File: src/rtl/core/frb_pkg.sv
// ----------------------------------------------------------------------------
// frb_pkg: shared types and constants for the frame ring buffer
// Field widths, result status codes and controller/datapath handoff structs.
// ----------------------------------------------------------------------------
package frb_pkg;

  // Field widths
  localparam int ID_W    = 32;
  localparam int TIME_W  = 32;
  localparam int BATCH_W = 6;

  // Default ring depth (power of two, 2..1024)
  localparam int DEPTH_DEF = 32;

  // Largest burst one play may remove
  localparam int MAX_BURST = 32;

  // Batch size after reset
  localparam logic [BATCH_W-1:0] BATCH_RESET = 6'd5;

  // Request kinds
  localparam logic KIND_ADD  = 1'b0;
  localparam logic KIND_PLAY = 1'b1;

  // Result status codes
  typedef enum logic [1:0] {
    ST_ADDED  = 2'd0,
    ST_FULL   = 2'd1,
    ST_WAIT   = 2'd2,
    ST_PLAYED = 2'd3
  } frb_status_t;

  // Commands from controller to datapath
  typedef struct packed {
    logic add;    // store an added frame, answer added or full
    logic defer;  // answer wait on a play
    logic start;  // load the burst counter for a play
    logic pop;    // read one frame from the head into the output
  } frb_cmd_t;

  // Status from datapath to controller
  typedef struct packed {
    logic slot_free;  // output register empty or emptying this cycle
    logic enough;     // ring holds at least one batch
    logic burst_end;  // next pop is the final one of the burst
  } frb_stat_t;

endpackage

File: src/rtl/core/frb_ifs.sv
// ----------------------------------------------------------------------------
// frb_ifs: channel interfaces of the frame ring buffer
// Request, result and configuration channels with valid/ready handshakes.
// ----------------------------------------------------------------------------

// Request channel: add a frame or play a batch
interface frb_req_if;
  import frb_pkg::*;
  logic                     valid;
  logic                     ready;
  logic                     kind;
  logic signed [ID_W-1:0]   frame_id;
  logic        [TIME_W-1:0] frame_time;

  modport source (output valid, output kind, output frame_id, output frame_time,
                  input ready);
  modport sink   (input valid, input kind, input frame_id, input frame_time,
                  output ready);
endinterface

// Result channel: one beat per result
interface frb_rsp_if;
  import frb_pkg::*;
  logic                     valid;
  logic                     ready;
  logic        [1:0]        status;
  logic signed [ID_W-1:0]   out_id;
  logic        [TIME_W-1:0] out_time;
  logic                     last;

  modport source (output valid, output status, output out_id, output out_time,
                  output last, input ready);
  modport sink   (input valid, input status, input out_id, input out_time,
                  input last, output ready);
endinterface

// Configuration channel: batch size write
interface frb_cfg_if;
  import frb_pkg::*;
  logic               valid;
  logic               ready;
  logic [BATCH_W-1:0] data;

  modport source (output valid, output data, input ready);
  modport sink   (input valid, input data, output ready);
endinterface

File: src/rtl/core/frame_ring_buffer_batch_play.sv
// ----------------------------------------------------------------------------
// frame_ring_buffer_batch_play: circular frame FIFO with burst read
// Stores frames at the tail and plays them out in batches from the head.
// ----------------------------------------------------------------------------
// Usage:
//   req : request beats. kind add stores frame_id/frame_time and answers one
//         beat, added or full (frame dropped). kind play answers one wait beat
//         when fewer than a batch are held, else one played beat per frame,
//         oldest first, with last set on the final one.
//   rsp : result beats; out_id/out_time are zero except on played frames.
//   cfg : batch size write (0 acts as 1, above 32 acts as 32); write only
//         while the block is idle. Always ready.
// Timing: a request is taken when the output register is empty or being
//   emptied. Add and wait answer on the next cycle, one request per cycle
//   while the receiver keeps up. A play first loads the burst counter, then
//   the single-port head read delivers one frame per cycle while the
//   receiver keeps up. No request is taken during a burst. When the
//   receiver stalls the output beat holds and the burst pauses. Reset
//   empties the ring and sets the batch size to 5; the store itself is
//   not cleared.
// ----------------------------------------------------------------------------
module frame_ring_buffer_batch_play #(
  parameter int DEPTH = frb_pkg::DEPTH_DEF
) (
  input  logic      clk,
  input  logic      rst,
  frb_req_if.sink   req,
  frb_rsp_if.source rsp,
  frb_cfg_if.sink   cfg
);
  import frb_pkg::*;

  frb_cmd_t  cmd;
  frb_stat_t stat;
  logic      ctrl_ready;

  assign req.ready = ctrl_ready;

  frb_ctrl u_ctrl (
    .clk      (clk),
    .rst      (rst),
    .in_valid (req.valid),
    .kind     (req.kind),
    .in_ready (ctrl_ready),
    .stat     (stat),
    .cmd      (cmd)
  );

  frb_datapath #(
    .DEPTH (DEPTH)
  ) u_datapath (
    .clk        (clk),
    .rst        (rst),
    .cmd        (cmd),
    .stat       (stat),
    .frame_id   (req.frame_id),
    .frame_time (req.frame_time),
    .cfg        (cfg),
    .rsp        (rsp)
  );

  // Commands never overlap
  assert property (@(posedge clk) disable iff (rst)
    $onehot0({cmd.add, cmd.defer, cmd.start, cmd.pop}))
    else $error("overlapping datapath commands");

  // Requests are taken only when the output slot frees
  assert property (@(posedge clk) disable iff (rst)
    req.ready |-> (!rsp.valid || rsp.ready))
    else $error("request taken while result beat blocked");

  // Final pop of a burst shows up as a played beat with last set
  assert property (@(posedge clk) disable iff (rst)
    cmd.pop && stat.burst_end |=> rsp.valid && rsp.last && rsp.status == ST_PLAYED)
    else $error("burst end not marked last");

  // A started burst is followed by a pop-only phase, no new request
  assert property (@(posedge clk) disable iff (rst)
    cmd.start |=> !req.ready)
    else $error("request accepted during a burst");

endmodule

File: src/rtl/core/frb_datapath.sv
// ----------------------------------------------------------------------------
// frb_datapath: frame storage, pointers and result register
// Holds the frame ring, head/tail/fill state, batch size and the output beat.
// ----------------------------------------------------------------------------
module frb_datapath #(
  parameter int DEPTH = frb_pkg::DEPTH_DEF
) (
  input  logic                             clk,
  input  logic                             rst,
  input  frb_pkg::frb_cmd_t                cmd,
  output frb_pkg::frb_stat_t               stat,
  input  logic signed [frb_pkg::ID_W-1:0]  frame_id,
  input  logic [frb_pkg::TIME_W-1:0]       frame_time,
  frb_cfg_if.sink                          cfg,
  frb_rsp_if.source                        rsp
);
  import frb_pkg::*;

  localparam int AW    = $clog2(DEPTH);
  localparam int CW    = $clog2(DEPTH + 1);
  localparam int CMP_W = (CW > BATCH_W) ? CW : BATCH_W;

  // Ring storage
  logic [ID_W-1:0]   id_mem   [DEPTH];
  logic [TIME_W-1:0] time_mem [DEPTH];

  // Control state
  logic [AW-1:0]      head;
  logic [AW-1:0]      tail;
  logic [CW-1:0]      fill;
  logic [BATCH_W-1:0] batch;
  logic [BATCH_W-1:0] remain;
  logic               o_valid;

  // Output payload
  frb_status_t       o_status;
  logic              o_last;
  logic [ID_W-1:0]   rd_id;
  logic [TIME_W-1:0] rd_time;

  logic [BATCH_W-1:0] n_eff;
  logic               full;
  logic               wr_en;

  // Clamp batch size to 1..MAX_BURST
  always_comb begin
    if (batch == '0) begin
      n_eff = BATCH_W'(1);
    end else if (batch > BATCH_W'(MAX_BURST)) begin
      n_eff = BATCH_W'(MAX_BURST);
    end else begin
      n_eff = batch;
    end
  end

  assign full  = (fill == CW'(DEPTH));
  assign wr_en = cmd.add && !full;

  assign stat.slot_free = !o_valid || rsp.ready;
  assign stat.enough    = (CMP_W'(fill) >= CMP_W'(n_eff));
  assign stat.burst_end = (remain == BATCH_W'(1));

  // Configuration is always taken
  assign cfg.ready = 1'b1;

  // Result beat: zero payload except on played frames
  assign rsp.valid    = o_valid;
  assign rsp.status   = o_status;
  assign rsp.last     = o_last;
  assign rsp.out_id   = (o_status == ST_PLAYED) ? rd_id   : '0;
  assign rsp.out_time = (o_status == ST_PLAYED) ? rd_time : '0;

  // Write at tail, registered read at head
  always_ff @(posedge clk) begin
    if (wr_en) begin
      id_mem[tail]   <= frame_id;
      time_mem[tail] <= frame_time;
    end
    if (cmd.pop) begin
      rd_id   <= id_mem[head];
      rd_time <= time_mem[head];
    end
  end

  // Pointers, fill count, batch size and burst counter
  always_ff @(posedge clk) begin
    if (rst) begin
      head   <= '0;
      tail   <= '0;
      fill   <= '0;
      batch  <= BATCH_RESET;
      remain <= '0;
    end else begin
      if (cfg.valid && cfg.ready) begin
        batch <= cfg.data;
      end
      if (wr_en) begin
        tail <= tail + AW'(1);
        fill <= fill + CW'(1);
      end
      if (cmd.start) begin
        remain <= n_eff;
      end
      if (cmd.pop) begin
        head   <= head + AW'(1);
        fill   <= fill - CW'(1);
        remain <= remain - BATCH_W'(1);
      end
    end
  end

  // Output register: load a new beat or drop the taken one
  always_ff @(posedge clk) begin
    if (rst) begin
      o_valid <= 1'b0;
    end else if (cmd.add || cmd.defer || cmd.pop) begin
      o_valid <= 1'b1;
    end else if (rsp.ready) begin
      o_valid <= 1'b0;
    end
  end

  always_ff @(posedge clk) begin
    if (cmd.add) begin
      o_status <= full ? ST_FULL : ST_ADDED;
      o_last   <= 1'b1;
    end else if (cmd.defer) begin
      o_status <= ST_WAIT;
      o_last   <= 1'b1;
    end else if (cmd.pop) begin
      o_status <= ST_PLAYED;
      o_last   <= stat.burst_end;
    end
  end

endmodule

File: src/rtl/core/frb_ctrl.sv
// ----------------------------------------------------------------------------
// frb_ctrl: request controller of the frame ring buffer
// Accepts requests when the output is free and sequences play bursts.
// ----------------------------------------------------------------------------
module frb_ctrl (
  input  logic                clk,
  input  logic                rst,
  input  logic                in_valid,
  input  logic                kind,
  output logic                in_ready,
  input  frb_pkg::frb_stat_t  stat,
  output frb_pkg::frb_cmd_t   cmd
);
  import frb_pkg::*;

  typedef enum logic [1:0] {
    S_IDLE  = 2'b01,
    S_BURST = 2'b10
  } state_t;

  state_t state;
  state_t state_next;
  logic   accept;

  assign in_ready = (state == S_IDLE) && stat.slot_free;
  assign accept   = in_valid && in_ready;

  // Decode commands and next state
  always_comb begin
    cmd        = '0;
    state_next = state;
    case (state)
      S_IDLE: begin
        if (accept) begin
          if (kind == KIND_ADD) begin
            cmd.add = 1'b1;
          end else if (stat.enough) begin
            cmd.start  = 1'b1;
            state_next = S_BURST;
          end else begin
            cmd.defer = 1'b1;
          end
        end
      end
      S_BURST: begin
        // Pop one frame each cycle the output can take it
        cmd.pop = stat.slot_free;
        if (stat.slot_free && stat.burst_end) begin
          state_next = S_IDLE;
        end
      end
      default: begin
        state_next = S_IDLE;
      end
    endcase
  end

  always_ff @(posedge clk) begin
    if (rst) begin
      state <= S_IDLE;
    end else begin
      state <= state_next;
    end
  end

endmodule
File: src/flat_wrapper.sv
// flat-port wrapper written by rule: the top's interface ports become plain ports
module frame_ring_buffer_batch_play_flat import frb_pkg::*;
#(
  parameter int DEPTH = frb_pkg::DEPTH_DEF
)
  (clk, rst, req_valid, req_kind, req_frame_id, req_frame_time, req_ready, rsp_valid, rsp_status, rsp_out_id, rsp_out_time, rsp_last, rsp_ready, cfg_valid, cfg_data, cfg_ready);
  frb_req_if req_i ();
  frb_rsp_if rsp_i ();
  frb_cfg_if cfg_i ();
  input  logic clk;
  input  logic rst;
  input wire logic [$bits(req_i.valid)-1:0] req_valid;
  input wire logic [$bits(req_i.kind)-1:0] req_kind;
  input wire logic [$bits(req_i.frame_id)-1:0] req_frame_id;
  input wire logic [$bits(req_i.frame_time)-1:0] req_frame_time;
  output wire logic [$bits(req_i.ready)-1:0] req_ready;
  output wire logic [$bits(rsp_i.valid)-1:0] rsp_valid;
  output wire logic [$bits(rsp_i.status)-1:0] rsp_status;
  output wire logic [$bits(rsp_i.out_id)-1:0] rsp_out_id;
  output wire logic [$bits(rsp_i.out_time)-1:0] rsp_out_time;
  output wire logic [$bits(rsp_i.last)-1:0] rsp_last;
  input wire logic [$bits(rsp_i.ready)-1:0] rsp_ready;
  input wire logic [$bits(cfg_i.valid)-1:0] cfg_valid;
  input wire logic [$bits(cfg_i.data)-1:0] cfg_data;
  output wire logic [$bits(cfg_i.ready)-1:0] cfg_ready;
  assign req_i.valid = req_valid;
  assign req_i.kind = req_kind;
  assign req_i.frame_id = req_frame_id;
  assign req_i.frame_time = req_frame_time;
  assign req_ready = req_i.ready;
  assign rsp_valid = rsp_i.valid;
  assign rsp_status = rsp_i.status;
  assign rsp_out_id = rsp_i.out_id;
  assign rsp_out_time = rsp_i.out_time;
  assign rsp_last = rsp_i.last;
  assign rsp_i.ready = rsp_ready;
  assign cfg_i.valid = cfg_valid;
  assign cfg_i.data = cfg_data;
  assign cfg_ready = cfg_i.ready;
  frame_ring_buffer_batch_play #(.DEPTH(DEPTH)) u_core (.clk(clk), .rst(rst), .req(req_i), .rsp(rsp_i), .cfg(cfg_i));
endmodule
File: config.mk
export PLATFORM = sky130hd
export DESIGN_NAME = frame_ring_buffer_batch_play_flat
export DESIGN_NICKNAME = d
export VERILOG_FILES = /design/src/rtl/core/frb_pkg.sv /design/src/rtl/core/frb_ifs.sv /design/src/rtl/core/frame_ring_buffer_batch_play.sv /design/src/rtl/core/frb_datapath.sv /design/src/rtl/core/frb_ctrl.sv /design/src/flat_wrapper.sv
export SDC_FILE = /design/constraint.sdc
export NUM_CORES = 2
export LEC_CHECK = 0
export BUFFER_PORTS_ARGS = -buffer_cell sky130_fd_sc_hd__buf_2
export CORE_MARGIN = 5
export CORE_UTILIZATION = 48
export DETAILED_ROUTE_END_ITERATION = 8
export PLACE_DENSITY = 0.73
export SYNTH_ARGS = -nofsm -noshare
export SYNTH_HDL_FRONTEND = slang
export SYNTH_SLANG_ARGS = --single-unit
File: constraint.sdc
create_clock -name clk -period 6.65 [get_ports clk]
set_input_delay 0.665 -clock clk [delete_from_list [all_inputs] [get_ports clk]]
set_output_delay 0.665 -clock clk [all_outputs]
set_load 0.1 [all_outputs]
==> flow_summary.toml <==
[power_and_ir_drop]
p_switching_mw = 5.60
power_mw = 27.1
internal_power_mw = 21.4
clkPwrFrac = 0.425
p_leak_nw = 28.1
sw_frac_of_total = 0.207
power.density_nw_per_um2 = 294
vdd_ir_drop_max_v = 0.000236
seq_power_share = 0.551
pwr-share-comb = 0.024

[sta]
post-route-min-period_ns = 4.13
fin_skew_ns = 0.0762
worst_pin_slew_ns = 1.36
rsz0062_at_grt = "no"
max_slew_margin = 0.0934
finalHoldViolations = 0
setup_viol = 0
setup_tns_ns = 0
slew_viol_final = 0
post-route-period-util = 0.621
max_freq_ghz = 0.242

[critical_path]
end_kind = "flip-flop"
worstSetupStartpointType = "flip-flop"
startpoint = "u_core.u_ctrl.state[0]$_SDFFE_PP1P_"
r2r_start = "u_core.u_ctrl.state[0]$_SDFFE_PP1P_"
cp_data_required_time_ns = 7.08
max_stage_delay_ns = 0.97
crit_arrival_ns = 4.56
cp_slowest_cell = "nor2_4"
r2r_cells = 7
cp_max_fo = 26
r2r_slack_ns = 2.52
crit_chain = "nor2b_1, and4b_1, inv_1, nor2_1, nand2_1, nor2_4, buf_4"
critical_path_buf_inv_count = 2
r2r_end = "u_core.u_datapath.time_mem[21][30]$_DFFE_PP_"
critPathKind = "flip-flop to flip-flop"
cp_top_family = "simple AND/OR/NAND/NOR gates"

[clock_tree]
clkTransAtPathRegs_ns = 0.06
clock_latency_ns = 0.85
clock_tree.root_cell = "clkbuf_16"
clock-sinks = 2146
tritoncts = "done"
clock_path_buffers = 3
cts_buffers = 205
htreeDepth = 4

[route]
num_vias = 39600
via_per_inst = 6.30
ant_nets = 0
wl_um = 201000
firstDrtPassIters = 6
avgRoutedWirePerCell_um = 32.0
dr.first_iter.drc_count = 4882
drc = 0

[floorplanning]
start_util = 0.482
die_y_um = 422
row_count = 151
die_area_um2 = 178000
core_area_um2 = 169000
die_x_um = 422
io_pins = 146

[final_layout]
n_fill_cell = 12300
fin_nets = 3969
area_growth_pct = 12.7
instances_no_fill = 6274
mostFrequentLayoutCell = "edfxtp_1"
seq_area_um2 = 64100
drive_above_1_share = 0.262
multi_input_area_um2 = 16800
finish.instance_area_um2 = 92000
layout_common_cells = "2,114 x edfxtp_1, 472 x mux4_2, 206 x clkbuf_16"

[min_path]
worstHoldPathCells = 3
min_from = "cfg_data[4]"
min_to = "u_core.u_datapath.batch[4]$_SDFFE_PP0P_"
hold_path.class = "primary input to flip-flop"

[yosys]
syn-cell-area_um2 = 81700
async_flop_share = 0
synth.distinct_cells = 58
syn_inst = 3637
synth-seq-cells = 2146
postSynthNetCount = 3731
synth_flop_cell = "edfxtp_1"
synth-edff-count = 2114
ys_warn_count = 0
ys_seq_area_frac = 0.785
syn_avg_cell_area_um2 = 22.5

[placement]
hpwl_um = 114000
port_buffers = 144
dpl.cell_count = 5884
gp_congestion = 0.822
placed_area_um2 = 85300

[flow_run]
cap_violations = 0

[grt]
grt_max_degree = 96
grt_pass1_vias = 40200
grt_first_pass_wirelength_um = 289000
overflow = 0
antenna_found_initial = 14
grtUsageTotal = 0.223

[run_status]
outcome = "complete, no violations"
==> worst max-delay path by stage <==
stage,to,cells past startpoint
after floorplan,u_core.u_datapath.id_mem[20][0]$_DFFE_PP_,6
after global placement,u_core.u_datapath.time_mem[21][6]$_DFFE_PP_,8
after detailed placement,u_core.u_datapath.time_mem[21][6]$_DFFE_PP_,8
after CTS,u_core.u_datapath.time_mem[21][4]$_DFFE_PP_,7
after global routing,u_core.u_datapath.time_mem[21][30]$_DFFE_PP_,7
final,u_core.u_datapath.time_mem[21][30]$_DFFE_PP_,7
==> routing by layer <==
metal | vias to the layer above | GRT usage | part of all wire
li1 | 15900 | - | -
met1 | 21000 | 0.297 | 0.37
met2 | 2221 | 0.370 | 0.51
met3 | 356 | 0.0470 | 0.091
met4 | 0 | 0.0787 | 0.034
met5 | - | 0 | 0
==> tightest hold or removal path, cell delays in order <==
cell	delay (ns)
buf_2	0.08
mux2i_1	0.05
nor2_1	0.07
==> sequential cells by signal, summed over array words and instances (netlist names) <==
signal and cells:
u_core.u_datapath.batch 6, u_core.u_datapath.rsp.status 2, u_core.u_datapath.rsp.valid 1, u_core.u_datapath.head 5
u_core.u_datapath.time_mem 1024, u_core.u_datapath.id_mem 1024, u_core.u_datapath.remain 6, u_core.u_ctrl.state 2
u_core.u_datapath.tail 5, u_core.u_datapath.rsp.last 1, u_core.u_datapath.fill 6, u_core.u_datapath.rd_time 32
u_core.u_datapath.rd_id 32
==> cell families after synthesis <==
kind of cell,count (synthesis),share of synthesized area
AO/OA/AOI/OAI,341,0.0288
XOR/XNOR,9,0.000965
adder cells (fa/ha/maj),18,0.00285
buffers and inverters,218,0.0127
flip-flops,2146,0.785
multiplexers,669,0.154
other,1,0.0000459
AND/OR/NAND/NOR,235,0.0150
==> cell type report <==
type | instances | share of cell area
clock inverters | 128 | 0.0143
diodes | 11 | 0.000299
well taps | 2218 | 0.0301
flip-flops and latches | 2146 | 0.697
multi-input cells | 1273 | 0.182
clock buffers | 249 | 0.0580
inverters | 10 | 0.000435
repair buffers | 239 | 0.0177
==> cells in the mapped netlist (all sizes together) (2+ instances only) <==
master      n  area, µm²
a2111oi     2       17.5
a211o      44        385
a211oi      3       22.5
a21oi      23        115
a22o       14        123
a22oi      70        526
a31oi      18        113
and2        3       18.8
and3       81        507
buf       115        646
clkbuf     93        353
dfxtp      32        641
edfxtp   2114      63500
ha         17        213
inv        10       37.5
mux2        8       90.1
mux2i     189       1890
mux4      472      10600
nand2      40        150
nand2b      8       50.1
nand3       8       40.0
nand3b      2       15.0
nand4       2       12.5
nor2       60        228
nor2b       8       50.1
nor3        4       20.0
nor4        2       12.5
o211ai      2       15.0
o21a        7       52.6
o21ai      49        245
o221ai     16        140
o22ai      84        526
o31ai       2       15.0
or2         4       25.0
or3         7       43.8
or3b        3       26.3
xnor2       5       43.8
xor2        4       35.0
==> power groups by stage <==
stage,registers [mW],logic (mW),clock network (mW)
6_report,14.9,0.639,11.5
5_1_grt,14.9,0.674,12.2
4_1_cts,14.9,0.644,11.6
3_5_place_dp,15.2,0.643,0
3_3_place_gp,15.2,0.624,0
2_1_floorplan,15.2,0.287,0
==> timing repair <==
action	4_1_cts	5_1_grt
gates resized for setup	0	0
endpoints found under the hold margin	2	0
setup buffers	0	0
hold buffers	2	0
==> stage by stage <==
stage	hold WS, ns	utilization	setup slack (ns)
after floorplan	0.442	-	1.69
after CTS	0.00881	0.544	2.47
after global routing	0.0570	0.544	2.34
after global placement	0.458	0.504	2.18
after detailed placement	0.451	0.504	2.17
final	0.0683	0.544	2.52
(Power assumes the default switching activity.)
